<file path="src/rtl/bdq_pkg.sv">
// ----------------------------------------------------------------------------
// bdq_pkg
// Shared constants, codes and controller/datapath interface types for the
// bounded deque with search.
// ----------------------------------------------------------------------------
package bdq_pkg;

  localparam int DEPTH  = 16;
  localparam int ADDR_W = $clog2(DEPTH);
  localparam int CNT_W  = $clog2(DEPTH + 1);
  localparam int OP_W   = 3;
  localparam int DATA_W = 32;
  localparam int STAT_W = 2;
  localparam int POS_W  = 4;

  localparam logic [OP_W-1:0] OP_INS_FRONT = 3'd0;
  localparam logic [OP_W-1:0] OP_INS_BACK  = 3'd1;
  localparam logic [OP_W-1:0] OP_REM_FRONT = 3'd2;
  localparam logic [OP_W-1:0] OP_REM_BACK  = 3'd3;
  localparam logic [OP_W-1:0] OP_SEARCH    = 3'd4;

  localparam logic [STAT_W-1:0] ST_OK        = 2'd0;
  localparam logic [STAT_W-1:0] ST_FULL      = 2'd1;
  localparam logic [STAT_W-1:0] ST_EMPTY     = 2'd2;
  localparam logic [STAT_W-1:0] ST_NOT_FOUND = 2'd3;

  // controller -> datapath
  typedef struct packed {
    logic              latch;     // capture input word
    logic              ins;       // insert val_r (front/back by op)
    logic              rem;       // remove, read issued
    logic              cap_val;   // result value <- read data
    logic              clr_val;   // result value <- 0
    logic              srch_start;
    logic              srch_step;
    logic              set_stat;
    logic [STAT_W-1:0] stat;
    logic              pos_hit;   // result position <- idx, else 0
    logic              load_out;  // move result to output register
  } bdq_cmd_t;

  // datapath -> controller
  typedef struct packed {
    logic [OP_W-1:0] op;
    logic            full;
    logic            empty;
    logic            hit;
    logic            last;
    logic            out_free;
  } bdq_stat_t;

  // ring slot of base + off, wrapping at DEPTH
  function automatic logic [ADDR_W-1:0] slot_add(input logic [ADDR_W-1:0] base,
                                                 input logic [ADDR_W-1:0] off);
    logic [ADDR_W:0] s;
    s = {1'b0, base} + {1'b0, off};
    if (s >= (ADDR_W+1)'(DEPTH)) s = s - (ADDR_W+1)'(DEPTH);
    return s[ADDR_W-1:0];
  endfunction

endpackage

</file>
<file path="src/rtl/bdq_ctrl.sv">
// ----------------------------------------------------------------------------
// bdq_ctrl
// Sequencer: decodes the latched operation and steps the datapath through
// insert, remove, and the one-entry-per-cycle search walk.
// ----------------------------------------------------------------------------
module bdq_ctrl (
  input  logic              clk,
  input  logic              rst_n,
  input  logic              in_valid,
  output logic              in_ready,
  input  bdq_pkg::bdq_stat_t st,
  output bdq_pkg::bdq_cmd_t  cmd
);

  localparam logic [2:0] S_IDLE = 3'd0;
  localparam logic [2:0] S_EXEC = 3'd1;
  localparam logic [2:0] S_READ = 3'd2;
  localparam logic [2:0] S_SRCH = 3'd3;
  localparam logic [2:0] S_FIN  = 3'd4;

  logic [2:0] state_r, state_nxt;

  assign in_ready = (state_r == S_IDLE);

  always_comb begin
    state_nxt = state_r;
    cmd       = '0;
    case (state_r)
      S_IDLE: begin
        if (in_valid) begin
          cmd.latch = 1'b1;
          state_nxt = S_EXEC;
        end
      end
      S_EXEC: begin
        cmd.set_stat = 1'b1;
        cmd.stat     = bdq_pkg::ST_OK;
        cmd.clr_val  = 1'b1;
        state_nxt    = S_FIN;
        case (st.op)
          bdq_pkg::OP_INS_FRONT, bdq_pkg::OP_INS_BACK: begin
            if (st.full) cmd.stat = bdq_pkg::ST_FULL;
            else         cmd.ins  = 1'b1;
          end
          bdq_pkg::OP_REM_FRONT, bdq_pkg::OP_REM_BACK: begin
            if (st.empty) begin
              cmd.stat = bdq_pkg::ST_EMPTY;
            end else begin
              cmd.rem   = 1'b1;
              state_nxt = S_READ;
            end
          end
          bdq_pkg::OP_SEARCH: begin
            if (st.empty) begin
              cmd.stat = bdq_pkg::ST_NOT_FOUND;
            end else begin
              cmd.srch_start = 1'b1;
              state_nxt      = S_SRCH;
            end
          end
          default: ;
        endcase
      end
      S_READ: begin
        cmd.cap_val = 1'b1;
        state_nxt   = S_FIN;
      end
      S_SRCH: begin
        if (st.hit) begin
          cmd.set_stat = 1'b1;
          cmd.stat     = bdq_pkg::ST_OK;
          cmd.pos_hit  = 1'b1;
          state_nxt    = S_FIN;
        end else if (st.last) begin
          cmd.set_stat = 1'b1;
          cmd.stat     = bdq_pkg::ST_NOT_FOUND;
          state_nxt    = S_FIN;
        end else begin
          cmd.srch_step = 1'b1;
        end
      end
      S_FIN: begin
        if (st.out_free) begin
          cmd.load_out = 1'b1;
          state_nxt    = S_IDLE;
        end
      end
      default: state_nxt = S_IDLE;
    endcase
  end

  always_ff @(posedge clk) begin
    if (!rst_n) state_r <= S_IDLE;
    else        state_r <= state_nxt;
  end

endmodule

</file>
<file path="src/rtl/bdq_dp.sv">
// ----------------------------------------------------------------------------
// bdq_dp
// Datapath: ring memory, head and count registers, search index, result
// staging and the output register.
// ----------------------------------------------------------------------------
module bdq_dp (
  input  logic                                clk,
  input  logic                                rst_n,
  input  bdq_pkg::bdq_cmd_t                   cmd,
  output bdq_pkg::bdq_stat_t                  st,
  input  logic [bdq_pkg::OP_W-1:0]            in_operation,
  input  logic signed [bdq_pkg::DATA_W-1:0]   in_value_in,
  output logic                                out_valid,
  input  logic                                out_ready,
  output logic [bdq_pkg::STAT_W-1:0]          out_status,
  output logic signed [bdq_pkg::DATA_W-1:0]   out_value_out,
  output logic [bdq_pkg::POS_W-1:0]           out_position,
  output logic [bdq_pkg::CNT_W-1:0]           out_count
);

  logic [bdq_pkg::DATA_W-1:0] mem [bdq_pkg::DEPTH];
  logic [bdq_pkg::DATA_W-1:0] rd_data_r;

  logic [bdq_pkg::OP_W-1:0]   op_r;
  logic [bdq_pkg::DATA_W-1:0] val_r;
  logic [bdq_pkg::ADDR_W-1:0] head_r, head_nxt;
  logic [bdq_pkg::CNT_W-1:0]  cnt_r, cnt_nxt;
  logic [bdq_pkg::ADDR_W-1:0] idx_r;

  logic [bdq_pkg::STAT_W-1:0] res_stat_r;
  logic [bdq_pkg::DATA_W-1:0] res_val_r;
  logic [bdq_pkg::POS_W-1:0]  res_pos_r;

  logic                       out_valid_r;
  logic [bdq_pkg::STAT_W-1:0] out_stat_r;
  logic [bdq_pkg::DATA_W-1:0] out_val_r;
  logic [bdq_pkg::POS_W-1:0]  out_pos_r;
  logic [bdq_pkg::CNT_W-1:0]  out_cnt_r;

  logic [bdq_pkg::CNT_W-1:0]  cnt_m1;
  logic [bdq_pkg::ADDR_W-1:0] head_dec;
  logic [bdq_pkg::ADDR_W-1:0] wr_addr;
  logic [bdq_pkg::ADDR_W-1:0] rd_addr;
  logic                       is_front;

  assign cnt_m1   = cnt_r - bdq_pkg::CNT_W'(1);
  assign head_dec = (head_r == '0) ? bdq_pkg::ADDR_W'(bdq_pkg::DEPTH - 1)
                                   : head_r - bdq_pkg::ADDR_W'(1);
  assign is_front = (op_r == bdq_pkg::OP_INS_FRONT) || (op_r == bdq_pkg::OP_REM_FRONT);

  // back insert goes one past the tail; front insert goes one before head
  assign wr_addr = is_front ? head_dec
                            : bdq_pkg::slot_add(head_r, cnt_r[bdq_pkg::ADDR_W-1:0]);

  always_comb begin
    rd_addr = head_r;
    if (cmd.rem && !is_front)
      rd_addr = bdq_pkg::slot_add(head_r, cnt_m1[bdq_pkg::ADDR_W-1:0]);
    else if (cmd.srch_step)
      rd_addr = bdq_pkg::slot_add(head_r, idx_r + bdq_pkg::ADDR_W'(1));
  end

  always_comb begin
    head_nxt = head_r;
    cnt_nxt  = cnt_r;
    if (cmd.ins) begin
      cnt_nxt = cnt_r + bdq_pkg::CNT_W'(1);
      if (is_front) head_nxt = head_dec;
    end else if (cmd.rem) begin
      cnt_nxt = cnt_m1;
      if (is_front) head_nxt = bdq_pkg::slot_add(head_r, bdq_pkg::ADDR_W'(1));
    end
  end

  always_ff @(posedge clk) begin
    if (cmd.ins) mem[wr_addr] <= val_r;
    rd_data_r <= mem[rd_addr];
  end

  always_ff @(posedge clk) begin
    if (!rst_n) begin
      head_r <= '0;
      cnt_r  <= '0;
    end else begin
      head_r <= head_nxt;
      cnt_r  <= cnt_nxt;
    end
  end

  always_ff @(posedge clk) begin
    if (cmd.latch) begin
      op_r  <= in_operation;
      val_r <= in_value_in;
    end
    if (cmd.srch_start)     idx_r <= '0;
    else if (cmd.srch_step) idx_r <= idx_r + bdq_pkg::ADDR_W'(1);
    if (cmd.set_stat) begin
      res_stat_r <= cmd.stat;
      res_pos_r  <= cmd.pos_hit ? bdq_pkg::POS_W'(idx_r) : '0;
    end
    if (cmd.cap_val)      res_val_r <= rd_data_r;
    else if (cmd.clr_val) res_val_r <= '0;
  end

  always_ff @(posedge clk) begin
    if (!rst_n) begin
      out_valid_r <= 1'b0;
    end else if (cmd.load_out) begin
      out_valid_r <= 1'b1;
    end else if (out_ready) begin
      out_valid_r <= 1'b0;
    end
  end

  always_ff @(posedge clk) begin
    if (cmd.load_out) begin
      out_stat_r <= res_stat_r;
      out_val_r  <= res_val_r;
      out_pos_r  <= res_pos_r;
      out_cnt_r  <= cnt_r;
    end
  end

  assign st.op       = op_r;
  assign st.full     = (cnt_r == bdq_pkg::CNT_W'(bdq_pkg::DEPTH));
  assign st.empty    = (cnt_r == '0);
  assign st.hit      = (rd_data_r == val_r);
  assign st.last     = ({1'b0, idx_r} == cnt_m1);
  assign st.out_free = !out_valid_r || out_ready;

  assign out_valid     = out_valid_r;
  assign out_status    = out_stat_r;
  assign out_value_out = out_val_r;
  assign out_position  = out_pos_r;
  assign out_count     = out_cnt_r;

endmodule

</file>
<file path="src/rtl/bounded_deque_with_search.sv">
// One word in flight: insert, unused op, empty remove and empty search go
// straight to the result; a remove returning a word reads it first; a search
// compares entries from the head one by one, 1..16 of them. The next word is
// accepted only after the result is loaded, held back while an earlier result
// waits on out_ready. Reset (sync, active low) empties the deque and clears
// head; ring contents are left as they are.
// ----------------------------------------------------------------------------
// bounded_deque_with_search
// Ring-buffer deque of 16 signed 32-bit entries with front/back insert and
// remove and a linear search from the head.
// ----------------------------------------------------------------------------
module bounded_deque_with_search (
  input  logic                                clk,
  input  logic                                rst_n,
  input  logic                                in_valid,
  output logic                                in_ready,
  input  logic [bdq_pkg::OP_W-1:0]            in_operation,
  input  logic signed [bdq_pkg::DATA_W-1:0]   in_value_in,
  output logic                                out_valid,
  input  logic                                out_ready,
  output logic [bdq_pkg::STAT_W-1:0]          out_status,
  output logic signed [bdq_pkg::DATA_W-1:0]   out_value_out,
  output logic [bdq_pkg::POS_W-1:0]           out_position,
  output logic [bdq_pkg::CNT_W-1:0]           out_count
);

  bdq_pkg::bdq_cmd_t  cmd;
  bdq_pkg::bdq_stat_t st;

  bdq_ctrl u_ctrl (
    .clk      (clk),
    .rst_n    (rst_n),
    .in_valid (in_valid),
    .in_ready (in_ready),
    .st       (st),
    .cmd      (cmd)
  );

  bdq_dp u_dp (
    .clk           (clk),
    .rst_n         (rst_n),
    .cmd           (cmd),
    .st            (st),
    .in_operation  (in_operation),
    .in_value_in   (in_value_in),
    .out_valid     (out_valid),
    .out_ready     (out_ready),
    .out_status    (out_status),
    .out_value_out (out_value_out),
    .out_position  (out_position),
    .out_count     (out_count)
  );

  a_cnt_bound: assert property (@(posedge clk) disable iff (!rst_n)
    out_valid |-> out_count <= bdq_pkg::CNT_W'(bdq_pkg::DEPTH))
    else $error("count above depth");

  a_busy_after_accept: assert property (@(posedge clk) disable iff (!rst_n)
    in_valid && in_ready |=> !in_ready)
    else $error("accepted while busy");

  a_full_count: assert property (@(posedge clk) disable iff (!rst_n)
    out_valid && out_status == bdq_pkg::ST_FULL
      |-> out_count == bdq_pkg::CNT_W'(bdq_pkg::DEPTH))
    else $error("full reported below depth");

  a_empty_result: assert property (@(posedge clk) disable iff (!rst_n)
    out_valid && out_status == bdq_pkg::ST_EMPTY |-> out_count == '0 && out_value_out == '0)
    else $error("empty result inconsistent");

  a_write_when_room: assert property (@(posedge clk) disable iff (!rst_n)
    cmd.ins |-> !st.full)
    else $error("insert into full ring");

endmodule
</file>
<file path="config.mk">
export PLATFORM = sky130hd
export DESIGN_NAME = bounded_deque_with_search
export DESIGN_NICKNAME = d
export VERILOG_FILES = /design/src/rtl/bdq_pkg.sv /design/src/rtl/bdq_ctrl.sv /design/src/rtl/bdq_dp.sv /design/src/rtl/bounded_deque_with_search.sv
export SDC_FILE = /design/constraint.sdc
export NUM_CORES = 1
export LEC_CHECK = 0
export BUFFER_PORTS_ARGS = -buffer_cell sky130_fd_sc_hd__buf_2
export CAP_MARGIN = 20
export CELL_PAD_IN_SITES_DETAIL_PLACEMENT = 1
export CELL_PAD_IN_SITES_GLOBAL_PLACEMENT = 1
export CORE_MARGIN = 4
export CORE_UTILIZATION = 53
export DETAILED_ROUTE_END_ITERATION = 6
export GPL_TIMING_DRIVEN = 0
export PLACE_DENSITY = 0.81
export RECOVER_POWER = 100
export SLEW_MARGIN = 40
export SYNTH_ARGS = -nofsm -noshare
export SYNTH_HDL_FRONTEND = slang
export SYNTH_SLANG_ARGS = --single-unit
</file>
<file path="constraint.sdc">
create_clock -name clk -period 4.8 [get_ports clk]
set_input_delay 0.48 -clock clk [delete_from_list [all_inputs] [get_ports clk]]
set_output_delay 0.48 -clock clk [all_outputs]
set_load 0.01 [all_outputs]
</file>
Word-level counts from Yosys, hierarchy flattened:

Memories as Yosys holds them, arrays and structs flattened. A register that Yosys moved wholly into a read port is not among the register bits.
Cells that the tools add are included.

* add/subtract/negate cells: 12
* order comparisons: 4
* equal/unequal tests: 14
* mux-type cells: 52
* reductions and logical operators: 16

Operators by type and width (count)
* 32-bit two-way mux: 2
* 4-bit two-way mux: 12
* 32-bit == test: 1
* 3-bit two-way mux: 8
* 5-bit >= comparator (second input constant): 4
* 1-bit two-way mux: 20
* 4-bit by 1-bit subtractor with 4-bit output (second input constant): 5
* 4-bit by 4-bit adder with 5-bit output: 3
* 3-bit one-hot mux with 5 select lines: 1
* 3-bit by 2-bit == test with 1-bit output (second input constant): 4
* 3-bit one-hot mux with 2 select lines: 2
* 5-bit two-way mux: 2
* 2-bit two-way mux: 4
* 3-bit by 1-bit == test with 1-bit output (second input constant): 2
* 3-bit == test (second input constant): 2
* 3-bit zero test: 2
* 2-bit one-hot mux with 3 select lines: 1
* 2-bit nonzero test: 3
* 4-bit by 1-bit adder with 5-bit output (second input constant): 1
* 5-bit by 1-bit adder with 5-bit output (second input constant): 1
* 4-bit by 5-bit == test with 1-bit output: 1
* 5-bit == test (second input constant): 1
* 5-bit zero test: 1
* 5-bit by 1-bit subtractor with 5-bit output (second input constant): 1
* other kinds (10): 14

* register bits: 133
* bits in writable memories: 512
* input port bits: 39
* output and inout port bits: 45
* logic and storage cells: 113
* memories kept: 1

Memories
* u_dp.mem: words 16, bits a word 32, read ports 1, clocked after memory_dff 1, wr ports 1, line bdq_dp.sv:21 `logic [bdq_pkg::DATA_W-1:0] mem [bdq_pkg::DEPTH];`

Depth between registers and ports, before layout:

Gate-level depths: netlist (run 1).

* depth in word-level cells: 7
* mapped depth: 15

By module:

From an unflattened synthesis (run 1), not the netlist that was laid out.

* cell total of the unflattened synthesis: 1938
* area, all modules: 26426.6 um^2

Modules (own cells, without submodules)
* bdq_dp: times used 1, cells each 1894, area each 26092.5 um^2, seq. area each 19779.0 um^2
* bdq_ctrl: times used 1, cells each 44, area each 334.1 um^2, seq. area each 60.1 um^2

Worst setup path before layout (run 1):

OpenSTA, ideal clock, no wires.

* path type: reg2reg
* from: register u_dp.cnt_r[0] (netlist bit)
* to: memory u_dp.mem[0][0] (netlist bit) (enable)
* setup time: 0.421 ns
* arrival time: 3.266 ns
* path slack: 1.112 ns
* cell stages (with the launch flop): 10
* cell sequence: dfxtp_1 -> inv_1 -> ha_1 -> nor3b_2 -> and2_1 -> or3_1 -> clkbuf_1 -> nor2_1 -> nand2_1 -> nor2_1

* cells in the longest elaborated chain, start to end: 6
* elaborated cells between the ends (all ways): 11
* those cells by class: add/sub (2); order compare (1); eq/ne (1); mux (7)

RTL lines
* start, declared: line bdq_dp.sv:27 `logic [bdq_pkg::CNT_W-1:0] cnt_r, cnt_nxt;`
* start signal, assigned: line bdq_dp.sv:86 `cnt_r <= cnt_nxt;`
* branches (longest 6 deep; another with 4-bit by 4-bit adder with 5-bit output)
* end, declared: line bdq_dp.sv:21

Parallel ways; which one is timed is not known.

Worst setup path in the final report (run 1):

* from: register u_dp.val_r[30] (netlist bit)
* to: register u_dp.rd_data_r[12] (netlist bit), read port of u_dp.mem

* cells in the longest elaborated chain, start to end: 5

RTL lines
* start, declared: line bdq_dp.sv:25 `logic [bdq_pkg::DATA_W-1:0] val_r;`
* start signal, assigned: line bdq_dp.sv:93 `val_r <= in_value_in;`
* 32-bit == test: line bdq_dp.sv:127 `assign st.hit = (rd_data_r == val_r);`
* 1-bit two-way mux: line bdq_ctrl.sv:69 `if (st.hit) begin`
* 1-bit two-way mux: line bdq_ctrl.sv:28 `case (state_r)`
* 4-bit two-way mux: line bdq_dp.sv:59 `else if (cmd.srch_step)`
* 4-bit two-way mux: line bdq_dp.sv:57 `if (cmd.rem && !is_front)`
* end, declared: line bdq_dp.sv:22 `logic [bdq_pkg::DATA_W-1:0] rd_data_r;`

No other way between the ends.
A chain may end at the register's enable or synchronous reset.

==> impl_metrics.ini, run 1 <==
[cts]
cts_tree = yes
clkLatencyLatePin_ns = 0.61
cts_inserted_buffers = 69
cts.path.max_buffers = 3
cts_hold_buf = 0
h-tree-depth = 3
cts_sinks = 677
cts_root_buf = clkbuf_16
clkSlewWorstSetupHoldPaths_ns = 0.06

[power]
leakagePower_nw = 9.454
ir_drop_mv = 0.2802
p_per_area_nw_per_um2 = 420.8

[synth]
synthCells = 1462
synth_nets = 1519
synth_top_area_cell = edfxtp_1
netlist.area_leader.share_pct = 72.71
ys_async_sr_fraction_pct = 0
synth_cell_types = 60
yosys_warnings = 0
syn_area_um2 = 25940
synth_edf_count = 628
synth-seq-cells = 677
synthTopCellsByArea = edfxtp_1 73%, mux2i_1 9.9%, dfxtp_1 3.8%
seq_area_frac_synth_pct = 76.49
syn_avg_cell_area_um2 = 17.74
ys.flop_type = edfxtp_1

[placement]
portBuffers = 83
gp_congestion = 0.8301
dpl_cell_area_um2 = 28010
hpwl_um = 45720

[critical_path]
setup.worst_path.end_class = flop
cp_data_arrival_time_ns = 5.27
r2r_cells = 11
required_ns = 5.25
path_class = reg2reg
worst_setup_path_start_kind = flop
crit_fanout = 17

[die]
die_h_um = 229.2
coreArea_um2 = 48050
ios = 84
placement_rows = 80
start_util_pct = 53.98
die_area_um2 = 52540
die_x_um = 229.2

[final_layout]
final_area_um2 = 29670
final_common_cell = edfxtp_1
n_antenna_cell = 0
finish.utilization_pct = 61.75
layout_common_cells = 628 x edfxtp_1, 257 x mux2i_1, 128 x o22ai_1
layout-drive-gt1-share_pct = 13.80
fin_nets = 1724
syn_to_final_growth_pct = 14.39

[flow_run]
maxCapViolCount = 4

[grt]
grt.total_usage_pct = 28.10
grt_pass1_vias = 16060
grt_overflow = 0
grt_pass1_wl_um = 107900
antenna_found_initial = 1
grt_start_max_net_pins = 33

[timing]
setup-violations-final = 1
fmax_mhz = 207.4
final-hold-violation-count = 0
tns_ns = -0.02125
layout_setup_ws_ns = -0.02125
whs_ns = 0.05442
period_minus_slack_ns = 4.821
slew_violations = 78
fin_skew_ns = 0.03656
relSlewSlack_pct = -44.16
post-route-period-util_pct = 100.4
worstMarginPinSlew_ns = 2.162

[route]
via_count = 14890
dr.pass1.iters = 5
detail_route.wl_per_cell_um = 31.97
drc = 0
vias_per_cell = 6.385
dr.first_iter.drc_count = 1791
totalWireLength_um = 74550
drtAntennaViolNets = 0

[min_path]
hold-path-cell-count = 1
hp-class = in2reg

[status]
status = finished, violations left
violations = capacitance limit, slew limit, setup timing
==> timing repair <==
| item | 4_1_cts | 5_1_grt |
|---|---|---|
| resized for setup | 2 | 4 |
| gates cloned | 0 | 0 |
| buffers inserted | 0 | 16 |
| setup endpoints to repair | 8 | 26 |
| endpoints found under the hold margin | 0 | 0 |
==> flip-flops by register name (all words and copies together) (netlist names) <==
| register | cells |
|---|---|
| u_dp.out_count | 5 |
| u_dp.op_r | 3 |
| u_dp.head_r | 4 |
| u_dp.res_val_r | 32 |
| u_dp.out_valid | 1 |
| u_dp.out_position | 4 |
| u_dp.cnt_r | 5 |
| u_dp.out_value_out | 32 |
| u_dp.mem | 512 |
| u_dp.out_status | 2 |
| u_dp.res_pos_r | 4 |
| u_dp.idx_r | 4 |
| u_dp.val_r | 32 |
| u_ctrl.state_r | 3 |
| u_dp.rd_data_r | 32 |
| u_dp.res_stat_r | 2 |
==> cell families after synthesis <==
group           after synthesis  synth area share (%)
compound gates              181                 4.554
xor+xnor                     58                 2.016
fa+ha+maj                    18                0.9552
buf+inv                      76                 1.602
flops                       677                 76.49
mux                         258                 9.962
simple gates                194                 4.419
==> worst paths after layout <==
kind,end,slack [ns],startpoint
worst max-delay path,u_dp.rd_data_r[12],-0.02,u_dp.val_r[30]
worst max register to register,u_dp.rd_data_r[12],-0.02,u_dp.val_r[30]
worst min-delay path,u_dp.val_r[22],0.05,in_value_in[22]
worst min register to register,u_dp.out_status[1],0.42,u_dp.res_stat_r[1]
==> metal layers <==
layer	vias up	wire [µm]	GRT usage, %
met5	-	0	0
met3	222	5877	6.374
met1	7646	27540	34.16
met4	0	3783	13.73
met2	829	37350	47.77
li1	6192	-	-
==> worst max-delay path, cell delays in order, from the launching register on <==
cell and delay [ns]:
edfxtp_1 0.66, xor2_1 0.27, nor4_1 0.57, nand4_1 0.33
o21ai_1 0.42, o21ai_2 0.11, a31oi_4 0.40, buf_4 0.35
buf_2 0.48, mux2i_1 0.39, o22ai_1 0.19, or4_1 0.48
==> power breakdown <==
group,switching (W),total (W),internal [W]
Clock,0.00223,0.00512,0.00289
Sequential,0.000162,0.00683,0.00666
Combinational,0.000371,0.000534,0.000162
Total,0.00276,0.0125,0.00972
==> layout make-up <==
class	instances	area (µm²)
Sequential cell	677	19840
Timing Repair Buffer	134	795.8
Tap cell	615	769.5
Fill cell	4238	18380
Clock inverter	32	252.7
Inverter	11	41.29
Clock buffer	89	1853
Buffer	65	377.9
Multi-Input combinational cell	709	5738
==> per-stage QoR <==
| step | total power (W) | setup WS, ns | std cells |
|---|---|---|---|
| after floorplan | 0.007160 | 1.112 | 1462 |
| after global placement | 0.007384 | -0.7570 | 2160 |
| after detailed placement | 0.007455 | -0.04603 | 2195 |
| after CTS | 0.01252 | 0.1298 | 2316 |
| after global routing | 0.01288 | -0.09765 | 2332 |
| final | 0.01248 | -0.02125 | 2332 |
==> cell usage after synthesis (all sizes together) (2+ instances only) <==
cell	number
dfxtp	49
a21boi	3
and3	5
or3	8
a22oi	2
inv	11
nand2	26
xor2	38
ha	15
clkbuf	11
a32oi	2
nor3b	2
nor2	38
nand4	3
fa	3
or2	2
o211ai	2
or4	33
nor3	7
edfxtp	628
nand2b	4
nor2b	2
mux2i	257
and2	41
a21o	3
o21ai	15
nor4	9
buf	54
o22ai	128
a21oi	12
nand3	11
xnor2	20
o211a	2
o31ai	2
and4	2
a31oi	3
o21a	3
Power figures use the tool's default switching activity.
==> run 2, diff against run 1 <==
--- a/config.mk
+++ b/config.mk
@@ -7,14 +7,12 @@
 export LEC_CHECK = 0
 export BUFFER_PORTS_ARGS = -buffer_cell sky130_fd_sc_hd__buf_2
 export CAP_MARGIN = 20
-export CELL_PAD_IN_SITES_DETAIL_PLACEMENT = 1
-export CELL_PAD_IN_SITES_GLOBAL_PLACEMENT = 1
 export CORE_MARGIN = 4
-export CORE_UTILIZATION = 53
+export CORE_UTILIZATION = 60
 export DETAILED_ROUTE_END_ITERATION = 6
 export GPL_TIMING_DRIVEN = 0
-export PLACE_DENSITY = 0.81
-export RECOVER_POWER = 100
+export PLACE_DENSITY = 0.8
+export RECOVER_POWER = 50
 export SLEW_MARGIN = 40
 export SYNTH_ARGS = -nofsm -noshare
 export SYNTH_HDL_FRONTEND = slang
==> impl_metrics.ini, run 2 (synthesis results as in run 1) <==
[status]
status = finished, violations left
violations = capacitance limit, slew limit

[min_path]
hp-class = in2reg
hold-path-cell-count = 1

[power]
p_int_w = 0.01007
leakagePower_nw = 9.647
switching_share_pct = 20.93
pwr-share-seq_pct = 53.6
comb_power_share_pct = 3.9
p_per_area_nw_per_um2 = 421.0
power.total_w = 0.01274
clock_power_share_pct = 42.6
switchingPower_w = 0.002666
ir_drop_mv = 0.3354

[final_layout]
finish.utilization_pct = 71.49
syn_to_final_growth_pct = 16.65
layout-drive-gt1-share_pct = 15.41
final_common_cell = edfxtp_1
largest_reg_flops = 512
top_register = u_dp.mem
n_antenna_cell = 0
layout_common_cells = 628 x edfxtp_1, 257 x mux2i_1, 128 x o22ai_1
fin_nets = 1706

[die]
die_h_um = 215.9
ios = 84
placement_rows = 75
coreArea_um2 = 42320
die_area_um2 = 46620
die_x_um = 215.9
start_util_pct = 61.28

[grt]
grt_pass1_wl_um = 89460
antenna_found_initial = 1
grt_overflow = 0
grt_start_max_net_pins = 33
grt_pass1_vias = 14600
grt.total_usage_pct = 25.90

[timing]
post-route-period-util_pct = 96.87
slew_violations = 42
setup-violations-final = 0
whs_ns = 0.05363
fmax_mhz = 215.1
grt_setup_unrepaired = no
fin_skew_ns = 0.02958
period_minus_slack_ns = 4.650
tns_ns = 0
relSlewSlack_pct = -23.59
final-hold-violation-count = 0
worstMarginPinSlew_ns = 1.854

[critical_path]
cpPeakStageDelay_ns = 0.70
path_class = reg2reg
cpMaxStageDelayCell = edfxtp_1
critical-path-top-delay-family = simple AND/OR/NAND/NOR gates
critPathBufInv = 2
r2r_slack_ns = 0.15
crit_chain = xor2_1 -> nor4_1 -> nand4_1 -> o21ai_1 -> o21ai_2 -> a31oi_4 -> buf_6 -> buf_2 -> mux2i_1 -> o22ai_1 -> or4_1
required_ns = 5.25
path_depth = 11
worst_setup_path_start_kind = flop
setup.worst_path.end_class = flop
r2r_cells = 11
crit_fanout = 17
cp_data_arrival_time_ns = 5.10

[cts]
post_cts_buffers = 0
cts-resized-gates = 0
cts_tree = yes
cts_hold_buf = 0
cts_inserted_buffers = 67
clkLatencyLatePin_ns = 0.60
cts_sinks = 677
cts.path.max_buffers = 3
h-tree-depth = 3
cts_root_buf = clkbuf_16
clkSlewWorstSetupHoldPaths_ns = 0.06

[route]
dr.first_iter.drc_count = 1830
vias_per_cell = 6.233
totalWireLength_um = 61140
via_count = 14190
detail_route.wl_per_cell_um = 26.85
dr.pass1.iters = 6
drc = 0
drtAntennaViolNets = 0

[placement]
gp_congestion = 0.8400
hpwl_um = 39920
portBuffers = 83

[flow_run]
maxCapViolCount = 2
run 2: cell count changes in the layout (fill, tap and decap cells not counted), sizes merged:
cell and change:
dlymetal6s4s -1, bufinv +7, dlymetal6s2s -2, clkinv -3, clkbuf -48, buf +30
run 2: path summary, 6_finish.rpt:
check	start	to
max	u_dp.val_r[12]	u_dp.rd_data_r[31]
min reg2reg	u_dp.res_val_r[19]	u_dp.out_value_out[19]
max reg2reg	u_dp.val_r[12]	u_dp.rd_data_r[31]
min	in_value_in[21]	u_dp.val_r[21]
run 2: worst reg2reg max path, delay by kind of cell, from the launching register on:
family / cells / cell delay, ns
XOR/XNOR: 1 / 0.29
AND/OR/NAND/NOR: 3 / 1.44
multiplexers: 1 / 0.37
AO/OA/AOI/OAI: 4 / 1.10
buffers and inverters: 2 / 0.64
flip-flops: 1 / 0.70
run 2: power by group through the flow:
stage | registers (W) | clock network [W] | logic (W)
after CTS | 0.00682 | 0.00545 | 0.000501
final | 0.00683 | 0.00542 | 0.000491
after detailed placement | 0.00694 | 0 | 0.000493
after global placement | 0.00693 | 0 | 0.000438
after floorplan | 0.00690 | 0 | 0.000262
after global routing | 0.00684 | 0.00572 | 0.000522
run 2: per-stage QoR:
step,instance area [µm²],cells,setup slack (ns)
final,30260,2277,0.1503
after floorplan,25940,1462,1.112
after global placement,27070,2122,-0.6555
after CTS,30320,2277,0.0007554
after detailed placement,28040,2157,0.01360
after global routing,30260,2277,0.02488
run 2: area by class of cell:
type / instances / area [µm²]
inverter: 11 / 41.29
clock inverter: 36 / 464.2
buffer: 65 / 375.4
sequential: 677 / 19840
timing repair buffer: 118 / 1159
fill: 2492 / 12070
multi-input combinational: 709 / 5832
tap: 577 / 721.9
clock buffer: 84 / 1823
run 2: metal layers:
layer  wire [µm]  vias to the layer above  track usage (%)
met1       22690                     7054            33.25
met5          13                        -                0
met3        6028                      147            5.738
li1            -                     6148                -
met4        2021                        2            10.16
met2       30380                      842            43.61
==> run 3, diff against run 2 <==
--- a/config.mk
+++ b/config.mk
@@ -8,10 +8,10 @@
 export BUFFER_PORTS_ARGS = -buffer_cell sky130_fd_sc_hd__buf_2
 export CAP_MARGIN = 20
 export CORE_MARGIN = 4
-export CORE_UTILIZATION = 60
+export CORE_UTILIZATION = 35
 export DETAILED_ROUTE_END_ITERATION = 6
 export GPL_TIMING_DRIVEN = 0
-export PLACE_DENSITY = 0.8
+export PLACE_DENSITY = 0.5
 export RECOVER_POWER = 50
 export SLEW_MARGIN = 40
 export SYNTH_ARGS = -nofsm -noshare
==> impl_metrics.ini, run 3 (synthesis results as in run 1) <==
[timing]
setup-violations-final = 0
final-hold-violation-count = 0
tns_ns = 0
post-route-period-util_pct = 96.09
period_minus_slack_ns = 4.612
slew_violations = 14
fmax_mhz = 216.8
grt_setup_unrepaired = no
worstMarginPinSlew_ns = 1.552
fin_skew_ns = 0.03254
relSlewSlack_pct = -3.498

[power]
pwr-share-seq_pct = 52.6
clock_power_share_pct = 43.5
p_per_area_nw_per_um2 = 418.7
switchingPower_w = 0.002804
switching_share_pct = 21.61
p_int_w = 0.01017
comb_power_share_pct = 3.9
ir_drop_mv = 0.2090
leakagePower_nw = 9.768

[die]
ios = 84
die_h_um = 280.2
coreArea_um2 = 73210
placement_rows = 99
start_util_pct = 35.43
die_area_um2 = 78520
die_x_um = 280.2

[placement]
hpwl_um = 45130
gp_congestion = 0.7501
dpl_cell_area_um2 = 28590
placed_cells_incl_taps = 2546
portBuffers = 83

[final_layout]
final_area_um2 = 30990
fin_cells = 2688
layout-drive-gt1-share_pct = 15.96
final_common_cell = edfxtp_1
largest_reg_flops = 512
finish.utilization_pct = 42.34
layout_common_cells = 628 x edfxtp_1, 257 x mux2i_1, 128 x o22ai_1
fin_nets = 1727
syn_to_final_growth_pct = 19.50
n_antenna_cell = 0
top_register = u_dp.mem

[grt]
antenna_found_initial = 1
grt.total_usage_pct = 16.98
grt_pass1_vias = 13800
grt_overflow = 0
grt_start_max_net_pins = 33
grt_pass1_wl_um = 96260

[route]
drtAntennaViolNets = 0
totalWireLength_um = 66450
dr.first_iter.drc_count = 1187
drc = 0
vias_per_cell = 5.074
via_count = 13640
detail_route.wl_per_cell_um = 24.72
dr.pass1.iters = 5

[critical_path]
critical-path-top-delay-family = simple AND/OR/NAND/NOR gates
crit_chain = xor2_1 -> nor4_2 -> nand4_1 -> o21ai_1 -> o21ai_2 -> a31oi_4 -> buf_4 -> buf_2 -> mux2i_1 -> o22ai_1 -> or4_1
critPathBufInv = 2
setup.worst_path.end_class = flop
cp_data_arrival_time_ns = 5.10
r2r-start = u_dp.val_r[28]
r2r_cells = 11
r2r_slack_ns = 0.19
worst_setup_path_start_kind = flop
required_ns = 5.29
cpPeakStageDelay_ns = 0.75
r2r_end = u_dp.rd_data_r[29]
crit_fanout = 17
cpMaxStageDelayCell = nor4_2
path_class = reg2reg

[cts]
cts_inserted_buffers = 74
post_cts_buffers = 0
clkSlewWorstSetupHoldPaths_ns = 0.06
cts_root_buf = clkbuf_16
clkLatencyLatePin_ns = 0.62
h-tree-depth = 3
cts.path.max_buffers = 3
cts_sinks = 677
cts_tree = yes

[status]
violations = capacitance limit, slew limit
status = finished, violations left

[flow_run]
maxCapViolCount = 1

[min_path]
min-delay-start = in_value_in[17]
hp-class = in2reg
hold-path-cell-count = 1
worstHoldEndpoint = u_dp.val_r[17]
## run 3: cell count changes in the layout (fill, tap and decap cells not counted), sizes merged
cell         change
buf              +4
bufinv           -4
clkbuf          +18
clkinv           +4
clkinvlp         +2
dlygate4sd3      +7
inv              -2
## run 3: worst reg2reg max path: cells and delay by family (launching register included)
family / cells / cell delay [ns]
xor gates and xnor gates: 1 / 0.32
buffers and inverters: 2 / 0.82
and+or+nand+nor: 3 / 1.41
muxes: 1 / 0.26
AOI/OAI and AO/OA: 4 / 0.99
DFF: 1 / 0.70
## run 3: through the flow
step                setup WS (ns)  hold WS, ns  total power [W]
floorplan                   1.112       0.4003         0.007160
global placement           -1.135       0.4041         0.007424
detailed placement       -0.09108       0.4045         0.007473
CTS                       0.06857    0.0002714          0.01316
global route              0.05234      0.01771          0.01344
finish                     0.1876      0.03917          0.01298
## run 3: final cells by class
cell class | instances | area (µm²)
Sequential cell | 677 | 19840
Clock buffer | 99 | 2049
Tap cell | 959 | 1200
Clock inverter | 36 | 376.6
Inverter | 11 | 41.29
Timing Repair Buffer | 132 | 1280
Fill cell | 6531 | 42210
Buffer | 65 | 375.4
Multi-Input combinational cell | 709 | 5833
## run 3: worst max path at each step
stage              startpoint                 end  slack [ns]  cells past startpoint
6_report       u_dp.val_r[28]  u_dp.rd_data_r[29]        0.19                     11
3_5_place_dp   u_dp.val_r[24]  u_dp.rd_data_r[29]       -0.09                     11
2_1_floorplan   u_dp.cnt_r[0]      u_dp.mem[0][0]        1.11                      9
3_3_place_gp    u_dp.cnt_r[0]     u_dp.mem[6][20]       -1.14                      8
5_1_grt        u_dp.val_r[28]  u_dp.rd_data_r[29]        0.05                     11
4_1_cts        u_dp.val_r[24]  u_dp.rd_data_r[29]        0.07                     11
## run 3: power by group through the flow
| stage | Combinational (W) | Sequential, W | Clock [W] |
|---|---|---|---|
| after global placement | 0.000475 | 0.00695 | 0 |
| final | 0.000503 | 0.00683 | 0.00565 |
| after CTS | 0.000533 | 0.00682 | 0.00580 |
| after floorplan | 0.000262 | 0.00690 | 0 |
| after detailed placement | 0.000527 | 0.00695 | 0 |
| after global routing | 0.000547 | 0.00685 | 0.00604 |
## run 3: routing by layer
layer | up-vias | track usage, % | routed length (µm)
met5 | - | 0 | 0
met4 | 0 | 5.107 | 1566
met3 | 92 | 3.062 | 3448
met2 | 358 | 27.38 | 31460
met1 | 6970 | 23.66 | 29980
li1 | 6220 | - | -
## run 3: repair_timing
item / in CTS / in global routing
hold endpoints to repair: 7 / 0
resized for setup: 1 / 2
pin swaps: 0 / 0
setup endpoints to repair: 8 / 16
hold buffers: 7 / 0
